$ cat src/rtl/filtered_sample_splat_accumulator_core_macros.svh
// assertion macros for the splat accumulator core
// used by the top level only, no other dependencies
`ifndef FILTERED_SAMPLE_SPLAT_ACCUMULATOR_CORE_MACROS_SVH
`define FILTERED_SAMPLE_SPLAT_ACCUMULATOR_CORE_MACROS_SVH

`ifndef SYNTHESIS
`define FSSA_ASSERT_IMP(lbl, clk, rstn, ante, cons, msg) \
    lbl: assert property (@(posedge clk) disable iff (!rstn) (ante) |-> (cons)) \
        else $error(msg);
`define FSSA_ASSERT_NXT(lbl, clk, rstn, ante, cons, msg) \
    lbl: assert property (@(posedge clk) disable iff (!rstn) (ante) |=> (cons)) \
        else $error(msg);
`else
`define FSSA_ASSERT_IMP(lbl, clk, rstn, ante, cons, msg)
`define FSSA_ASSERT_NXT(lbl, clk, rstn, ante, cons, msg)
`endif

`endif

$ cat src/rtl/fssa_pkg.sv
// shared types, widths and codes of the splat accumulator core
// no dependencies
package fssa_pkg;

    localparam int TILE_MAX_DEF    = 32;
    localparam int MAX_BORDER_DEF  = 2;
    localparam int TABLE_STEPS_DEF = 16;

    localparam int OFF_W   = 12;
    localparam int RAD_W   = 14;
    localparam int BRD_W   = 2;
    localparam int LF_W    = 20;
    localparam int TSZ_W   = 6;
    localparam int POS_W   = 20;
    localparam int VAL_W   = 25;
    localparam int TI_W    = 4;
    localparam int TV_W    = 16;
    localparam int PIX_W   = 6;
    localparam int SUM_W   = 48;
    localparam int CRD_W   = 7;
    localparam int P8_W    = 23;
    localparam int S_TD_W  = 152;
    localparam int M_TD_W  = 4 * SUM_W;
    localparam int TU_W    = 2;
    localparam int QDEPTH  = 2;

    localparam logic [1:0] FN_SPLAT = 2'd0;
    localparam logic [1:0] FN_TWR   = 2'd1;
    localparam logic [1:0] FN_READ  = 2'd2;

    localparam logic [1:0] ST_DONE  = 2'd0;
    localparam logic [1:0] ST_REJ   = 2'd1;
    localparam logic [1:0] ST_TWR   = 2'd2;
    localparam logic [1:0] ST_PIX   = 2'd3;

    localparam logic [1:0] K_SPLAT  = 2'd0;
    localparam logic [1:0] K_REJECT = 2'd1;
    localparam logic [1:0] K_TWR    = 2'd2;
    localparam logic [1:0] K_READ   = 2'd3;

    typedef struct packed {
        logic [1:0]              kind;
        logic                    empty;
        logic [CRD_W-1:0]        x0;
        logic [CRD_W-1:0]        x1;
        logic [CRD_W-1:0]        y0;
        logic [CRD_W-1:0]        y1;
        logic signed [P8_W-1:0]  px;
        logic signed [P8_W-1:0]  py;
        logic signed [VAL_W-1:0] vr;
        logic signed [VAL_W-1:0] vg;
        logic signed [VAL_W-1:0] vb;
        logic [TI_W-1:0]         tidx;
        logic signed [TV_W-1:0]  tval;
        logic [PIX_W-1:0]        col;
        logic [PIX_W-1:0]        row;
        logic                    oob;
    } t_cmd;

    typedef struct packed {
        logic clearing;
        logic idle;
    } t_bk_stat;

endpackage

$ cat src/rtl/fssa_queue.sv
// command queue between front end and back end
// depends on fssa_pkg
module fssa_queue (
    input  logic           i_clk,
    input  logic           i_rst_n,
    input  logic           i_push,
    input  fssa_pkg::t_cmd i_cmd,
    output logic           o_ready,
    input  logic           i_pop,
    output logic           o_valid,
    output fssa_pkg::t_cmd o_cmd
);
    import fssa_pkg::*;

    localparam int QAW = (QDEPTH > 1) ? $clog2(QDEPTH) : 1;

    t_cmd           r_mem [QDEPTH];
    logic [QAW-1:0] r_wp;
    logic [QAW-1:0] r_rp;
    logic [QAW:0]   r_cnt;

    assign o_ready = (32'(r_cnt) < QDEPTH);
    assign o_valid = (r_cnt != '0);
    assign o_cmd   = r_mem[r_rp];

    always_ff @(posedge i_clk) begin
        if (i_push) begin
            r_mem[r_wp] <= i_cmd;
        end
    end

    always_ff @(posedge i_clk) begin
        if (!i_rst_n) begin
            r_wp  <= '0;
            r_rp  <= '0;
            r_cnt <= '0;
        end else begin
            if (i_push) begin
                r_wp <= (32'(r_wp) == QDEPTH - 1) ? '0 : r_wp + 1'b1;
            end
            if (i_pop) begin
                r_rp <= (32'(r_rp) == QDEPTH - 1) ? '0 : r_rp + 1'b1;
            end
            if (i_push && !i_pop) begin
                r_cnt <= r_cnt + 1'b1;
            end else if (i_pop && !i_push) begin
                r_cnt <= r_cnt - 1'b1;
            end
        end
    end

endmodule

$ cat config.mk
export PLATFORM = sky130hd
export DESIGN_NAME = fssa_queue
export DESIGN_NICKNAME = d
export VERILOG_FILES = /design/src/rtl/filtered_sample_splat_accumulator_core_macros.svh /design/src/rtl/fssa_pkg.sv /design/src/rtl/fssa_queue.sv
export SDC_FILE = /design/constraint.sdc
export NUM_CORES = 1
export LEC_CHECK = 0
export BUFFER_PORTS_ARGS = -buffer_cell sky130_fd_sc_hd__buf_2
export CELL_PAD_IN_SITES_DETAIL_PLACEMENT = 0
export CELL_PAD_IN_SITES_GLOBAL_PLACEMENT = 1
export CORE_ASPECT_RATIO = 1.5
export CORE_MARGIN = 5
export CORE_UTILIZATION = 48
export CTS_CLUSTER_SIZE = 14
export DETAILED_ROUTE_END_ITERATION = 12
export GPL_TIMING_DRIVEN = 1
export PLACE_DENSITY_LB_ADDON = 0.1
export SETUP_SLACK_MARGIN = 0.15
export SYNTH_ARGS = -nofsm -noshare
export SYNTH_HDL_FRONTEND = slang
export SYNTH_SLANG_ARGS = --single-unit
export TNS_END_PERCENT = 10
$ cat constraint.sdc
create_clock -name i_clk -period 20.5 [get_ports i_clk]
set_input_delay 4.1 -clock i_clk [delete_from_list [all_inputs] [get_ports i_clk]]
set_output_delay 4.1 -clock i_clk [all_outputs]
set_load 0.1 [all_outputs]
==> reports/qor.yml <==
run_status: "complete, no violations"
timing.final.setup_violations: 0
placementRows: 77
post-dp-hpwl_um: 20400
final_cell_count_no_fill: 1418
grt_pass1_vias: 7247
timing.reg2reg.worst_path_depth: 2
drive_above_1_share: 0.605
timing.slew.headroom: 0.268
cts-root-buf: "sky130_fd_sc_hd__clkbuf_16"
holdCritPathClass: "reg2reg"
cp-end-kind: "primary output"
grt_use_total: 0.169
finalNetCount: 1188
initialDrtViolationCount: 300
die_width_um: 150
clock_sink_count: 375
rsz_0062_raised_after_global_routing: "false"
synth_cells: 598
post-route-period-util: 0.374
placeableCoreArea_um2: 29400
detail_route.wl_per_cell_um: 20.6
synth-edff-count: 370
synth.top_cells.by_count: "sky130_fd_sc_hd__edfxtp_1, sky130_fd_sc_hd__mux2_4, sky130_fd_sc_hd__mux2_2, sky130_fd_sc_hd__buf_6, sky130_fd_sc_hd__dfxtp_1"
port-buffer-count: 375
global_route.overflow_total: 0
routabilityCongestion: 0.746
cts_resized: 0
p_per_area_nw_per_um2: 111
drv_cap: 0
tightestPinTransition_ps: 1100
ys_seq_area_frac: 0.790
htree_num_levels: 2
setup-tns-final_ps: 0
design.die.area_um2: 33200
global_route_wire_length_before_repair_um: 41600
critical_path.slowest_cell: "sky130_fd_sc_hd__buf_4"
timing.critical_path.required_ps: 16400
synth_async_sr_flop_share: 0
power_mw: 1.94
post-route-min-period_ps: 7660
synth.most_common_cell: "sky130_fd_sc_hd__edfxtp_1"
worst_setup_hold_path_clk_slew_ps: 60
utilization: 0.594
setup.worst_path.class: "reg2out"
drc: 0
post_synth_instance_area_um2: 14200
cts_made_buffers: 36
yosys_warnings: 0
yosysTopAreaCell: "sky130_fd_sc_hd__edfxtp_1"
drtPass1Iterations: 5
grt_max_degree: 79
holdWs_ps: 532
vias_per_cell: 4.82
initial_cell_density_of_the_core: 0.483
synth.net_count: 788
slew_violations: 0
syn2layout_area_growth_pct: 23.0
worstPathMaxFanout: 50
finClkSkew_ps: 16.1
yosys.area.top_type_share: 0.783
hold_viol_final: 0
ant_nets: 0
post_cts_hold_buffer_count: 0
cts_tree: "built"
synth.ff_latch_count: 375
worstHoldPathCells: 2
critical-path-top-cell-by-count: "sky130_fd_sc_hd__buf_4"
vias: 6836
final_wirelength_um: 29100
clock_tree.buffer_depth: 3
fmax_mhz: 131
clock_insertion_delay_worst_skew_ps: 510
crit_path_cell_trace: "buf_4 -> buf_4 -> mux2_4 -> buf_2"
post_synth.cell_area_avg_um2: 23.7
worstSetupStartpointType: "flop"
highest_ir_drop_seen_on_vdd_uv: 104
boundaryPins: 376
placed_cells_incl_taps: 1355
synth.distinct_cells: 17
post_synth_main_area_contributors: "sky130_fd_sc_hd__edfxtp_1, sky130_fd_sc_hd__mux2_4, sky130_fd_sc_hd__mux2_2"
static-leakage-power_nw: 6.84
worst-endpoint-arrival_ps: 3560
delay_contributed_by_the_slowest_stage_of_the_critical_path_ps: 780
postCtsSetupBuffers: 0
number_of_antenna_violations_at_the_first_check_in_global_routing: 9
die_height_um: 221
synth_ff_type: "sky130_fd_sc_hd__edfxtp_1"
state kept, by name, summed over array words and instances, names as in the netlist, named ones only:
| register | flops |
|---|---|
| r_cnt | 2 |
| r_mem | 370 |
| r_rp | 1 |
| r_wp | 1 |
worst paths after layout:
kind                    startpoint  slack, ps                    end
max reg2reg      r_wp$_SDFFE_PN0P_      17880  r_mem[1][7]$_DFFE_PP_
min          r_cnt[1]$_SDFFE_PN0P_        530  r_cnt[1]$_SDFFE_PN0P_
max                           flop      12840             o_cmd[147]
min reg2reg  r_cnt[1]$_SDFFE_PN0P_        530  r_cnt[1]$_SDFFE_PN0P_
placed cells by master (no fill, tap or decap), types with 3 or more instances in the layout:
master	n
sky130_fd_sc_hd__and2_1	3
sky130_fd_sc_hd__buf_2	375
sky130_fd_sc_hd__buf_4	8
sky130_fd_sc_hd__clkbuf_1	11
sky130_fd_sc_hd__clkbuf_16	37
sky130_fd_sc_hd__clkinv_1	3
sky130_fd_sc_hd__clkinv_2	4
sky130_fd_sc_hd__dfxtp_1	4
sky130_fd_sc_hd__diode_2	4
sky130_fd_sc_hd__edfxtp_1	370
sky130_fd_sc_hd__mux2_2	35
sky130_fd_sc_hd__mux2_4	150
layer usage:
metal  wire [µm]  global-route usage  vias to the layer above
met5          62                   0                        -
met4         794              0.0595                       10
li1            -                   -                     3182
met1        9950               0.180                     3314
met3        2900              0.0668                       60
met2       15400               0.301                      270
stage by stage:
stage / cell area (µm²) / worst slack (ps)
final: 17500 / 12840
after global routing: 17500 / 12660
after CTS: 17400 / 12770
after detailed placement: 16400 / 13330
after global placement: 16400 / 13380
after floorplan: 14200 / 7630
report_power, final:
part	switching [mW]	leakage (nW)	total, mW	internal (mW)
logic	0.353	2.83	0.450	0.0972
registers	0.0137	3.51	0.901	0.887
clock network	0.259	0.498	0.589	0.331
total	0.625	6.84	1.94	1.32
cell families (layout without fill, tap and decap cells):
family,Yosys count,in the layout,share of synthesized area
multiplexers,185,185,0.186
AND/OR/NAND/NOR,8,8,0.00353
XOR/XNOR,3,3,0.00185
flip-flops,375,375,0.790
buffers and inverters,23,444,0.0159
adder cells (fa/ha/maj),1,1,0.000882
other,0,4,0
AO/OA/AOI/OAI,3,3,0.00141
critical path: cells and delay by family (launching register included):
family	cells	cell delay, ps
buffers and inverters	3	1870
DFF	1	770
muxes	1	290
cell type report:
| type | instances | area (µm²) |
|---|---|---|
| Fill cell | 2221 | 11900 |
| Sequential cell | 375 | 11200 |
| Timing Repair Buffer | 383 | 1940 |
| Tap cell | 395 | 494 |
| Antenna cell | 4 | 10.0 |
| Clock inverter | 11 | 63.8 |
| Inverter | 2 | 7.51 |
| Clock buffer | 48 | 967 |
| Multi-Input combinational cell | 200 | 2770 |
Power figures use the tool's default switching activity.
