===== src/rtl/filtered_sample_splat_accumulator_core_macros.svh =====
// assertion macros for the splat accumulator core
// used by the top level only, no other dependencies
`ifndef FILTERED_SAMPLE_SPLAT_ACCUMULATOR_CORE_MACROS_SVH
`define FILTERED_SAMPLE_SPLAT_ACCUMULATOR_CORE_MACROS_SVH

`ifndef SYNTHESIS
`define FSSA_ASSERT_IMP(lbl, clk, rstn, ante, cons, msg) \
    lbl: assert property (@(posedge clk) disable iff (!rstn) (ante) |-> (cons)) \
        else $error(msg);
`define FSSA_ASSERT_NXT(lbl, clk, rstn, ante, cons, msg) \
    lbl: assert property (@(posedge clk) disable iff (!rstn) (ante) |=> (cons)) \
        else $error(msg);
`else
`define FSSA_ASSERT_IMP(lbl, clk, rstn, ante, cons, msg)
`define FSSA_ASSERT_NXT(lbl, clk, rstn, ante, cons, msg)
`endif

`endif


===== src/rtl/fssa_pkg.sv =====
// shared types, widths and codes of the splat accumulator core
// no dependencies
package fssa_pkg;

    localparam int TILE_MAX_DEF    = 32;
    localparam int MAX_BORDER_DEF  = 2;
    localparam int TABLE_STEPS_DEF = 16;

    localparam int OFF_W   = 12;
    localparam int RAD_W   = 14;
    localparam int BRD_W   = 2;
    localparam int LF_W    = 20;
    localparam int TSZ_W   = 6;
    localparam int POS_W   = 20;
    localparam int VAL_W   = 25;
    localparam int TI_W    = 4;
    localparam int TV_W    = 16;
    localparam int PIX_W   = 6;
    localparam int SUM_W   = 48;
    localparam int CRD_W   = 7;
    localparam int P8_W    = 23;
    localparam int S_TD_W  = 152;
    localparam int M_TD_W  = 4 * SUM_W;
    localparam int TU_W    = 2;
    localparam int QDEPTH  = 2;

    localparam logic [1:0] FN_SPLAT = 2'd0;
    localparam logic [1:0] FN_TWR   = 2'd1;
    localparam logic [1:0] FN_READ  = 2'd2;

    localparam logic [1:0] ST_DONE  = 2'd0;
    localparam logic [1:0] ST_REJ   = 2'd1;
    localparam logic [1:0] ST_TWR   = 2'd2;
    localparam logic [1:0] ST_PIX   = 2'd3;

    localparam logic [1:0] K_SPLAT  = 2'd0;
    localparam logic [1:0] K_REJECT = 2'd1;
    localparam logic [1:0] K_TWR    = 2'd2;
    localparam logic [1:0] K_READ   = 2'd3;

    typedef struct packed {
        logic [1:0]              kind;
        logic                    empty;
        logic [CRD_W-1:0]        x0;
        logic [CRD_W-1:0]        x1;
        logic [CRD_W-1:0]        y0;
        logic [CRD_W-1:0]        y1;
        logic signed [P8_W-1:0]  px;
        logic signed [P8_W-1:0]  py;
        logic signed [VAL_W-1:0] vr;
        logic signed [VAL_W-1:0] vg;
        logic signed [VAL_W-1:0] vb;
        logic [TI_W-1:0]         tidx;
        logic signed [TV_W-1:0]  tval;
        logic [PIX_W-1:0]        col;
        logic [PIX_W-1:0]        row;
        logic                    oob;
    } t_cmd;

    typedef struct packed {
        logic clearing;
        logic idle;
    } t_bk_stat;

endpackage


===== src/rtl/fssa_front.sv =====
// front end: accepts stream transactions, classifies them and computes footprints
// depends on fssa_pkg
module fssa_front #(
    parameter int TILE_MAX   = fssa_pkg::TILE_MAX_DEF,
    parameter int MAX_BORDER = fssa_pkg::MAX_BORDER_DEF,
    parameter int STORE_DIM  = TILE_MAX + 2 * MAX_BORDER
) (
    input  logic                         i_valid,
    input  logic [fssa_pkg::S_TD_W-1:0]  i_data,
    input  logic [fssa_pkg::TU_W-1:0]    i_user,
    input  logic                         i_clearing,
    input  logic                         i_q_ready,
    input  logic [fssa_pkg::OFF_W-1:0]   i_off_x,
    input  logic [fssa_pkg::OFF_W-1:0]   i_off_y,
    input  logic [fssa_pkg::RAD_W-1:0]   i_radius,
    input  logic [fssa_pkg::BRD_W-1:0]   i_border,
    input  logic [fssa_pkg::TSZ_W-1:0]   i_tile_w,
    input  logic [fssa_pkg::TSZ_W-1:0]   i_tile_h,
    output logic                         o_ready,
    output logic                         o_push,
    output fssa_pkg::t_cmd               o_cmd
);
    import fssa_pkg::*;

    typedef struct packed {
        logic [CRD_W-1:0]       lo;
        logic [CRD_W-1:0]       hi;
        logic                   empty;
        logic signed [P8_W-1:0] p8;
    } t_axis;

    function automatic t_axis axis_fn(input logic [POS_W-1:0] pos,
                                      input logic [OFF_W-1:0] off,
                                      input logic [BRD_W-1:0] brd,
                                      input logic [RAD_W-1:0] rad,
                                      input logic signed [16:0] ext_m1);
        t_axis                  a;
        logic signed [P8_W-1:0] p8;
        logic signed [27:0]     s28;
        logic signed [27:0]     r28;
        logic signed [27:0]     hs;
        logic signed [27:0]     ls;
        logic signed [16:0]     lo;
        logic signed [16:0]     hi;
        p8  = $signed({3'b000, pos}) - 23'sd128 - $signed({3'b000, off, 8'h00})
              + $signed({13'd0, brd, 8'h00});
        s28 = $signed({p8[P8_W-1], p8, 4'h0});
        r28 = $signed({14'd0, rad});
        hs  = s28 + r28;
        ls  = r28 - s28;
        // floor via arithmetic shift, ceil as minus floor of the negation
        hi  = $signed({hs[27], hs[27:12]});
        lo  = -$signed({ls[27], ls[27:12]});
        if (lo < 17'sd0) begin
            lo = 17'sd0;
        end
        if (hi > ext_m1) begin
            hi = ext_m1;
        end
        a.empty = (lo > hi);
        a.lo    = lo[CRD_W-1:0];
        a.hi    = hi[CRD_W-1:0];
        a.p8    = p8;
        return a;
    endfunction

    logic [1:0]              func;
    logic [POS_W-1:0]        pos_x;
    logic [POS_W-1:0]        pos_y;
    logic signed [VAL_W-1:0] vr;
    logic signed [VAL_W-1:0] vg;
    logic signed [VAL_W-1:0] vb;
    logic [BRD_W-1:0]        brd_s;
    logic [TSZ_W-1:0]        tw_s;
    logic [TSZ_W-1:0]        th_s;
    logic signed [16:0]      extx_m1;
    logic signed [16:0]      exty_m1;
    t_axis                   ax;
    t_axis                   ay;

    assign func  = i_user[1:0];
    assign pos_x = i_data[19:0];
    assign pos_y = i_data[39:20];
    assign vr    = $signed(i_data[64:40]);
    assign vg    = $signed(i_data[89:65]);
    assign vb    = $signed(i_data[114:90]);

    assign brd_s = (32'(i_border) > MAX_BORDER) ? BRD_W'(MAX_BORDER) : i_border;
    assign tw_s  = (32'(i_tile_w) > TILE_MAX) ? TSZ_W'(TILE_MAX) : i_tile_w;
    assign th_s  = (32'(i_tile_h) > TILE_MAX) ? TSZ_W'(TILE_MAX) : i_tile_h;

    assign extx_m1 = $signed(17'(tw_s)) + $signed(17'({brd_s, 1'b0})) - 17'sd1;
    assign exty_m1 = $signed(17'(th_s)) + $signed(17'({brd_s, 1'b0})) - 17'sd1;

    assign ax = axis_fn(pos_x, i_off_x, brd_s, i_radius, extx_m1);
    assign ay = axis_fn(pos_y, i_off_y, brd_s, i_radius, exty_m1);

    assign o_ready = !i_clearing && i_q_ready;
    // unused function code is taken and dropped
    assign o_push  = i_valid && o_ready && (func != 2'd3);

    always_comb begin
        o_cmd       = '0;
        o_cmd.empty = ax.empty || ay.empty;
        o_cmd.x0    = ax.lo;
        o_cmd.x1    = ax.hi;
        o_cmd.y0    = ay.lo;
        o_cmd.y1    = ay.hi;
        o_cmd.px    = ax.p8;
        o_cmd.py    = ay.p8;
        o_cmd.vr    = vr;
        o_cmd.vg    = vg;
        o_cmd.vb    = vb;
        o_cmd.tidx  = i_data[118:115];
        o_cmd.tval  = $signed(i_data[134:119]);
        o_cmd.col   = i_data[140:135];
        o_cmd.row   = i_data[146:141];
        o_cmd.oob   = (32'(i_data[140:135]) >= STORE_DIM) ||
                      (32'(i_data[146:141]) >= STORE_DIM);
        unique case (func)
            FN_SPLAT: o_cmd.kind = (vr < 0 || vg < 0 || vb < 0) ? K_REJECT : K_SPLAT;
            FN_TWR:   o_cmd.kind = K_TWR;
            FN_READ:  o_cmd.kind = K_READ;
            default:  o_cmd.kind = K_READ;
        endcase
    end

endmodule


===== config.mk =====
export PLATFORM = sky130hd
export DESIGN_NAME = fssa_front
export DESIGN_NICKNAME = d
export VERILOG_FILES = /design/src/rtl/filtered_sample_splat_accumulator_core_macros.svh /design/src/rtl/fssa_pkg.sv /design/src/rtl/fssa_front.sv
export SDC_FILE = /design/constraint.sdc
export NUM_CORES = 1
export LEC_CHECK = 0
export ABC_AREA = 1
export BUFFER_PORTS_ARGS = -buffer_cell sky130_fd_sc_hd__buf_2
export CAP_MARGIN = 20
export CELL_PAD_IN_SITES_DETAIL_PLACEMENT = 0
export CELL_PAD_IN_SITES_GLOBAL_PLACEMENT = 1
export CORE_ASPECT_RATIO = 0.8
export CORE_MARGIN = 2
export CORE_UTILIZATION = 30
export DETAILED_ROUTE_END_ITERATION = 10
export GPL_ROUTABILITY_DRIVEN = 0
export PLACE_DENSITY = 0.76
export SYNTH_ARGS = -nofsm -noshare
export SYNTH_HDL_FRONTEND = slang
export SYNTH_SLANG_ARGS = --single-unit

===== constraint.sdc =====
create_clock -name vclk -period 16.65
set_clock_uncertainty 0.2 [all_clocks]
set_input_delay 4.995 -clock vclk [all_inputs]
set_output_delay 4.995 -clock vclk [all_outputs]
set_load 0.03 [all_outputs]

==> flow_summary.toml <==
[timing]
hold_viol_final = 0
fmaxAchievable_mhz = 60.4
worstMarginPinSlew_ns = 0.759
min_period_ns = 16.55
setup_viol_count_final = 0
maxSlewHeadroom = 0.493
rsz0062_at_grt = "true"
maxSlewViolCount = 0
hold_slack_ns = 9.79
finalCritPeriodShare = 0.994

[die]
pin_count = 396
core-area_sq_um = 33700
die_h_microns = 170
rows = 60
dieArea_sq_um = 35800
start_util = 0.305
fp.dieW_microns = 211

[setup_path]
arrival_ns = 11.35
startpoint_type = "input port"
criticalPathCategory = "input port to primary output"
critical_path.max_fanout = 6
critical_path.startpoint = "i_data[7]"
slowest_stage = "fa_1"
critPathCaptureType = "primary output"
slowest_delay_ns = 0.52
required_ns = 11.45

[detailed_routing]
drt-vias-per-instance = 4.66
vias = 12000
drt_iter0_drc = 619
antenna_left = 0
post_drt_wl_per_cell_microns = 13.7
drt-total-wl_microns = 35400
drtPass1Iterations = 7
drcViolationCount = 0

[grt]
grt_pass1_vias = 11300
grt_usage = 0.187
grt_remaining_overflow = 0
grt_pass1_wl_microns = 55200
antenna_found_initial = 4
grt_max_degree = 16

[final_layout]
fin_cells = 2572
clock_buffers = 0
seq_area_sq_um = 0
final_nets = 2536
syn2layout_area_growth_pct = 31.8
diodes = 0
n_sequential_cell = 0
drive_gt1_frac = 0.318

[power]
vdd_ir_drop_max_mv = 0.0829
p_leak_uw = 0.00781
p_sw_uw = 880
power_frac_comb = 1.000
power_frac_seq = 0
power.share.clock = 0
p_int_uw = 585
power_density_nw_per_um2 = 108
sw_frac_of_total = 0.601
power_uw = 1460

[yosys]
synthCells = 1834
ys_types = 47
synth_warnings = 0
synth_top_area_frac = 0.220
avgSynthCellArea_sq_um = 5.61
synth_area_leaders = "ha_1 22%, nand2_1 20%, inv_1 11%"
synth-simple-area-share = 0.414
synth_xor_area_frac = 0.0553
synth-seq-area-share = 0
synth.most_common_cell = "nand2_1"
synth_top_family_by_area = "simple AND/OR/NAND/NOR gates"
synth-adder-area-share = 0.232
synth_compound_area_frac = 0.0963
synth_area_sq_um = 10300
synth.area.mux_share = 0
synth_area_leader_cell = "ha_1"
yosys-top-cells-count = "545 x nand2_1, 313 x inv_1, 181 x ha_1"

[place]
placedCellCount = 2540
portBuffers = 195
dp.final_hpwl_microns = 30700

[worst_hold_path]
hold_path.class = "input port to primary output"
worstHoldStart = "i_data[120]"

[job]
maxCapViolations = 0

[status]
status = "finished clean"

[cts]
hold_buffers = 0
-- routing by layer --
layer  part of all wire  track usage
met5             0.0021       0.0110
met4              0.014       0.0236
met3              0.062       0.0352
met2               0.42        0.293
met1               0.51        0.270
-- per-stage QoR --
step / setup WS [ns] / area, sq um / TNS (ns) / utilization
global route: -0.321 / 13600 / -0.321 / 0.402
finish: 0.101 / 13600 / 0 / 0.402
global placement: -0.634 / 12400 / -0.634 / 0.368
detailed placement: -0.726 / 12400 / -0.726 / 0.368
floorplan: 0.0269 / 10300 / 0 / -
CTS: 0.00392 / 12700 / 0 / 0.378
-- kinds of logic (layout without fill, tap and decap cells) --
logic type	count (synthesis)	after routing
simple gates	962	962
buf+inv	440	743
fa+ha+maj	187	187
compound gates	179	179
xor+xnor	65	65
other cells	1	2
-- timing repair --
item / CTS / global route
resized for setup: 77 / 147
endpoints found under the hold margin: 0 / 0
pin swaps: 34 / 86
buffers inserted: 9 / 20
endpoints found under the setup margin: 1 / 1
cloned: 1 / 2
-- worst paths after layout --
kind,cells after the start,to,slack [ns]
min,0,o_cmd[14],9.79
max,50,o_cmd[182],0.10
-- worst max-delay path: cells and delay by family --
kind            cells  cell delay [ns]
buf+inv            12             1.05
compound gates     10             1.40
simple gates       20             1.60
xor+xnor            2             0.42
fa+ha+maj           6             1.86
-- cells in the final DEF (no fill, tap or decap), types with 5 or more instances in the layout --
master and instances:
ha_1 162, nor2_1 107, a21o_1 5, nand4_1 36, buf_4 215, nor3_2 7
nand2_2 49, ha_4 16, a21oi_2 16, inv_1 295, inv_2 25, nand2_4 8
or2_2 5, buf_6 7, nand2_1 516, buf_2 190, nor3_1 24, nand3_1 97
nor2_4 17, fa_1 6, o21ai_1 12, o21ai_2 15, o21ai_0 29, xor2_1 44
xnor2_1 17, nand3b_1 6, a21oi_1 75, o211ai_1 5, nor2_2 58, nand3_2 14
-- cell type report --
| cell class | count | area (sq um) |
|---|---|---|
| multi-input cells | 1395 | 9010 |
| fillers | 3692 | 20100 |
| well taps | 434 | 543 |
| inverters | 325 | 1240 |
| repair buffers | 418 | 2770 |
-- power by group through the flow --
stage	sequential, uW	combinational [uW]	clock (uW)
4_1_cts	0	1350	0
5_1_grt	0	1620	0
2_1_floorplan	0	858	0
6_report	0	1460	0
3_3_place_gp	0	1270	0
3_5_place_dp	0	1290	0
(Power assumes the default switching activity.)
